## config.mk

```make
export PLATFORM = sky130hd
export DESIGN_NAME = ktwp_div
export DESIGN_NICKNAME = d
export VERILOG_FILES = /design/src/hw/rtl/ktwp_pkg.sv /design/src/hw/rtl/ktwp_div.sv
export SDC_FILE = /design/constraint.sdc
export NUM_CORES = 1
export LEC_CHECK = 0
export ABC_AREA = 1
export BUFFER_PORTS_ARGS = -buffer_cell sky130_fd_sc_hd__buf_4
export CORE_ASPECT_RATIO = 0.6
export CORE_MARGIN = 4
export CORE_UTILIZATION = 40
export DETAILED_ROUTE_END_ITERATION = 8
export PLACE_DENSITY = 0.6
export REMOVE_ABC_BUFFERS = 1
export SYNTH_ARGS = -nofsm -noshare
export SYNTH_HDL_FRONTEND = slang
export SYNTH_SLANG_ARGS = --single-unit
```

## constraint.sdc

```tcl
create_clock -name clk -period 2.74 [get_ports clk]
set_clock_uncertainty 0.1 [all_clocks]
set_input_delay 0.274 -clock clk [delete_from_list [all_inputs] [get_ports clk]]
set_output_delay 0.274 -clock clk [all_outputs]
set_load 0.05 [all_outputs]
```

## src/hw/rtl/ktwp_pkg.sv

```systemverilog
// Shared types and constants for the keyed table weighted pick block.
`default_nettype none
package ktwp_pkg;

  localparam int unsigned CountW = 11;
  localparam int unsigned IdxW   = 10;
  localparam int unsigned TotW   = 27;
  localparam int unsigned RandW  = 31;

  typedef enum logic [1:0] {
    OP_WRITE = 2'd0,
    OP_BEST  = 2'd1,
    OP_RAND  = 2'd2,
    OP_NONE  = 2'd3
  } opcode_t;

  typedef enum logic [1:0] {
    ST_FOUND       = 2'd0,
    ST_MISSING     = 2'd1,
    ST_ZERO_WEIGHT = 2'd2,
    ST_WRITTEN     = 2'd3
  } status_t;

  typedef struct packed {
    logic [1:0]       opcode;
    logic [IdxW-1:0]  slot;
    logic [63:0]      search_key;
    logic [15:0]      payload;
    logic [15:0]      entry_weight;
    logic [RandW-1:0] random_value;
  } in_item_t;

  typedef struct packed {
    logic [1:0]      status;
    logic [15:0]     chosen_payload;
    logic [15:0]     chosen_weight;
    logic [IdxW-1:0] chosen_index;
  } out_item_t;

  typedef struct packed {
    logic [63:0] key;
    logic [15:0] payload;
    logic [15:0] weight;
  } entry_t;

  typedef struct packed {
    logic            done;
    logic [TotW-1:0] rem;
  } div_stat_t;

endpackage
`default_nettype wire

```

## src/hw/rtl/ktwp_div.sv

```systemverilog
// Restoring remainder unit, one quotient bit per cycle.
`default_nettype none
module ktwp_div
  import ktwp_pkg::*;
(
  input  wire logic             clk,
  input  wire logic             rst,
  input  wire logic             start,
  input  wire logic [RandW-1:0] dividend,
  input  wire logic [TotW-1:0]  divisor,
  output div_stat_t             stat
);

  logic [RandW-1:0] dvd;
  logic [TotW-1:0]  dvs;
  logic [TotW-1:0]  rem;
  logic [4:0]       cnt;
  logic             busy;
  logic             done;
  logic [TotW:0]    trial;
  logic [TotW:0]    diff;

  assign trial = {rem, dvd[RandW-1]};
  assign diff  = trial - {1'b0, dvs};

  always_ff @(posedge clk) begin
    if (rst) begin
      busy <= 1'b0;
      done <= 1'b0;
      cnt  <= '0;
    end else if (start) begin
      busy <= 1'b1;
      done <= 1'b0;
      cnt  <= 5'(RandW);
    end else begin
      done <= busy && (cnt == 5'd1);
      if (busy) begin
        cnt <= cnt - 5'd1;
        if (cnt == 5'd1) begin
          busy <= 1'b0;
        end
      end
    end
  end

  always_ff @(posedge clk) begin
    if (start) begin
      dvd <= dividend;
      dvs <= divisor;
      rem <= '0;
    end else if (busy) begin
      dvd <= {dvd[RandW-2:0], 1'b0};
      rem <= diff[TotW] ? trial[TotW-1:0] : diff[TotW-1:0];
    end
  end

  assign stat.done = done;
  assign stat.rem  = rem;

endmodule
`default_nettype wire

```

== After elaboration in Yosys (flattened, before gate mapping) ==
Cells that the tools add are included.
Cells by class
  add/subtract/negate cells: 2
  eq/ne operators: 1
  muxes and demuxes: 8
  reductions and logical operators: 3
Operators by type and width (count)
  $mux W31: 2
  $sub A28 B27 Y28: 1
  $mux W27: 1
  $mux W5: 2
  $eq A5 B1 Y1 const B: 1
  $sub A5 B1 Y5 const B: 1
  $mux W1: 3
  $reduce_bool A2 Y1: 1
  $reduce_or A2 Y1: 1
  $logic_and A1 B1 Y1: 1
Word-level totals
  bits in registers: 92
  logic and storage cells: 20

== Logic depth before layout (Yosys ltp) ==
  word-level depth: 4
  depth in mapped cells: 16
  mapped depth without buffers: 16

== Worst setup path after synthesis ==
OpenSTA, ideal clock, no wires.
  path kind: flip-flop to flip-flop
  from: reg rem[21]
  to: reg rem[20]
  library setup time: 0.114 ns
  data arrival time: 2.116 ns
  data required time: 2.526 ns
  slack: 0.411 ns
  cell stages (with the launch flop): 15
  path buffers: 1
  clock period less this slack: 2.329 ns
  path through: dfxtp_1 > ha_1 > nand2_1 > inv_1 > nand2_1 > nand2_1 > nand2_1 > nand2_1 > a21oi_4 > nand3_2 > nand2_4 > buf_6 > nand2_1 > nand3_1 > nand2_1
On the way
  cells in the longest elaborated chain, start to end: 2
RTL lines
  start: declaration: RTL line ktwp_div.sv:16  | logic [TotW-1:0] rem;
  start signal: assignment: RTL line ktwp_div.sv:53  | rem <= diff[TotW] ? trial[TotW-1:0] : diff[TotW-1:0];
  $sub A28 B27 Y28: RTL line ktwp_div.sv:24  | assign diff = trial - {1'b0, dvs};
  $mux W27: RTL line ktwp_div.sv:53
No other way between the ends.
A chain may end at the register's enable or synchronous reset.

== Worst setup path in the final report ==
  from: reg dvd[30]
  to: reg rem[16]
On the way
  cells in the longest elaborated chain, start to end: 2
RTL lines
  start: declaration: RTL line ktwp_div.sv:14  | logic [RandW-1:0] dvd;
  start signal: assignment: RTL line ktwp_div.sv:48  | dvd <= dividend;
  start signal: assignment: RTL line ktwp_div.sv:52  | dvd <= {dvd[RandW-2:0], 1'b0};
  $sub A28 B27 Y28: RTL line ktwp_div.sv:24
  $mux W27: RTL line ktwp_div.sv:53
No other way between the ends.

==> results.json <==
{
  "syn_area_sq_mm": 0.00602,
  "ant_nets": 0,
  "grt_max_degree": 35,
  "fill_cells": 1505,
  "yosysSeqAreaShare_pct": 40.2,
  "status": "completed",
  "cts_tree": "done",
  "grt_pass1_vias": 4781,
  "p_comb_share_pct": 13.4,
  "peakVddDrop_mv": 0.295,
  "ys_ff_latch": 92,
  "portBuffers": 88,
  "critPathCaptureType": "flop",
  "intPower_mw": 2.41,
  "crit_arrival_ns": 2.65,
  "switching_share_pct": 26.8,
  "root_buffer": "clkbuf_16",
  "path_class": "reg -> reg",
  "final_hold_viol_count": 0,
  "critPathRequiredTime_ns": 2.90,
  "die_x_um": 166,
  "min_period_ns": 2.49,
  "core_area_sq_mm": 0.0146,
  "synth_top_cell_area_share_pct": 28.9,
  "area_growth_pct": 23.2,
  "netlist_top_cells_area": "edfxtp_1 29%, nand2_1 23%, dfxtp_1 11%, inv_1 11%, ha_1 6.0%",
  "vias": 5216,
  "antenna_cells": 0,
  "clockPowerShare_pct": 37.8,
  "drt-vias-per-instance": 4.43,
  "setup_violations": 0,
  "clock_path_buffers": 2,
  "setup_tns_ns": 0,
  "cts_max_level": 3,
  "startpoint_type": "flop",
  "num_rows": 34,
  "sequentialPowerShare_pct": 48.8,
  "finalCritPeriodShare_pct": 90.9,
  "rsz0062_at_grt": "false",
  "slew_headroom_pct": 35.7,
  "ys_warn_count": 0,
  "grt_overflow_total": 0,
  "insertion_delay_ns": 0.36,
  "nets": 1066,
  "die_h_um": 103,
  "numCtsBuffers": 9,
  "syn_area_per_cell_sq_um": 6.97,
  "path_cells": "inv_1 -> ha_1 -> inv_1 -> fa_1 -> nand2_1 -> nand3_1 -> nand3_1 -> nand3_1 -> a21oi_1 -> xor2_1 -> nand2_1 -> nand3_1 -> nand2_1",
  "maxSlewViolCount": 0,
  "cp_num_buf_inv": 2,
  "wire_per_inst_um": 12.4,
  "synthCells": 864,
  "grt_util_all_layers_pct": 17.8,
  "path_clk_slew_ns": 0.08,
  "p_per_area_mw_per_mm2": 444,
  "ys_types": 36,
  "critical_path.max_fanout": 4,
  "globalplace.congestion": 0.939,
  "drt_first_pass_iters": 5,
  "cellLeakagePower_nw": 4.04,
  "dieArea_sq_mm": 0.0171,
  "ioPinCount": 89,
  "hpwl_um": 10900,
  "wl_um": 14700,
  "fmax_ghz": 0.401,
  "cts_repair_resize_count": 0,
  "slowest_delay_ns": 0.46,
  "drv_cap": 0,
  "start_util_pct": 41.2,
  "crit_path_frequent_cell": "nand3_1",
  "antenna_found_initial": 0,
  "tightest_slew_ns": 0.964,
  "drive_gt1_share_pct": 15.7,
  "drc_errors": 0,
  "clock_sinks": 92,
  "cts_setup_buffers": 0,
  "cp_slowest_cell": "fa_1",
  "yosys.area.top_type": "edfxtp_1",
  "power.switching_uw": 884,
  "p_total_mw": 3.29,
  "grt_pass1_wl_um": 24400,
  "worstHoldPathType": "in -> reg",
  "crit_family": "simple AND/OR/NAND/NOR gates",
  "first_iter_violations": 308
}
-- sequential cells by signal, indices dropped and copies added, names as in the netlist --
name  count
dvd      31
dvs      27
rem      27
cnt       5
busy      1
done      1
-- layer usage --
metal,vias up,share of wire [%],global-route usage (%)
met2,146,35,23.0
li1,2835,-,-
met3,9,7.1,4.71
met4,0,1.1,3.77
met1,2226,57,28.9
met5,-,0,0
-- path summary, 6_finish.rpt --
path	slack, ns	end	cells past startpoint	start
setup / recovery	0.25	rem[16]	13	dvd[30]
hold / removal	0.009	dvs[6]	1	divisor[6]
setup reg to reg	0.25	rem[16]	13	dvd[30]
hold reg to reg	0.38	cnt[4]	2	cnt[4]
-- cells in the mapped netlist --
cell and instances:
xnor2_1 10, a21oi_1 12, nand3_2 4, ha_1 29, a221oi_1 1, dfxtp_1 34
o211ai_1 1, nand3b_4 1, nand3b_1 2, inv_2 5, nand2_2 22, buf_8 1
nand3_1 48, nor2_4 1, inv_1 171, or2_2 2, buf_1 2, nor2_1 33
nand4_1 8, buf_6 2, nand2_1 375, a31oi_1 2, clkbuf_1 11, buf_12 1
o21ai_0 4, edfxtp_1 58, nor4_1 2, and2_1 3, o21bai_1 2, nand2_4 4
xor2_1 5, buf_4 1, o31ai_1 1, nor2_2 4, fa_1 1, a21oi_4 1
-- stage by stage --
stage	instance area (sq um)	worst slack (ns)	instances	hold slack (ns)	utilization [%]
4_1_cts	7410	0.281	1178	0.00333	50.8
3_3_place_gp	6850	0.277	1136	0.352	46.9
5_1_grt	7410	0.136	1178	0.000672	50.8
6_report	7410	0.248	1178	0.00852	50.8
2_1_floorplan	5900	0.109	846	0.243	-
3_5_place_dp	6850	0.295	1136	0.353	46.9
-- worst reg2reg max path: cells and delay by family (launching register included) --
family          cells  cell delay, ns
flops               1            0.36
buf+inv             2            0.16
simple gates        7            0.67
xor+xnor            1            0.17
fa+ha+maj           2            0.60
compound gates      1            0.34
-- power groups by stage --
stage | Sequential [mW] | Clock [mW] | Combinational, mW
6_report | 1.61 | 1.25 | 0.441
5_1_grt | 1.62 | 1.35 | 0.504
4_1_cts | 1.61 | 1.29 | 0.444
3_5_place_dp | 1.64 | 0 | 0.413
3_3_place_gp | 1.63 | 0 | 0.413
2_1_floorplan | 1.64 | 0 | 0.245
-- cell families after synthesis --
kind of cell	synth area share (%)
AO/OA/AOI/OAI	2.45
XOR/XNOR	2.18
flip-flops	40.2
adder cells (fa/ha/maj)	6.36
AND/OR/NAND/NOR	35.9
buffers and inverters	12.9
-- repair_timing --
action / 4_1_cts / 5_1_grt
endpoints found under the setup margin: 0 / 0
hold buffers: 26 / 0
endpoints found under the hold margin: 26 / 0
-- placed cells by master, fill, tap and decap left out, types with 2 or more instances in the layout --
cell           instances
nand3_2                4
buf_4                 92
a31oi_1                2
dlygate4sd3_1         26
nor4_1                 2
clkinv_8               2
nor2_1                31
nand3_1               48
nand4_1                8
nand2_1              375
or2_2                  2
and2_1                 3
o21bai_1               2
nand2_2               22
a21oi_1               12
inv_6                  2
clkbuf_16              9
inv_2                  5
xnor2_1               10
clkinv_4               2
dfxtp_1               34
edfxtp_1              58
ha_1                  29
nand3b_1               2
nor2_2                 6
inv_1                171
o21ai_0                4
xor2_1                 5
nand2_4                4
-- final cells by class --
cell class,count,area (sq um),area share [%]
Clock buffer,9,225,3.04
Clock inverter,7,78.8,1.06
Inverter,176,661,8.91
Multi-Input combinational cell,578,2830,38.1
Sequential cell,92,2420,32.7
Tap cell,198,248,3.34
Timing Repair Buffer,118,951,12.8
No activity file was read; power rests on OpenSTA's default activity.
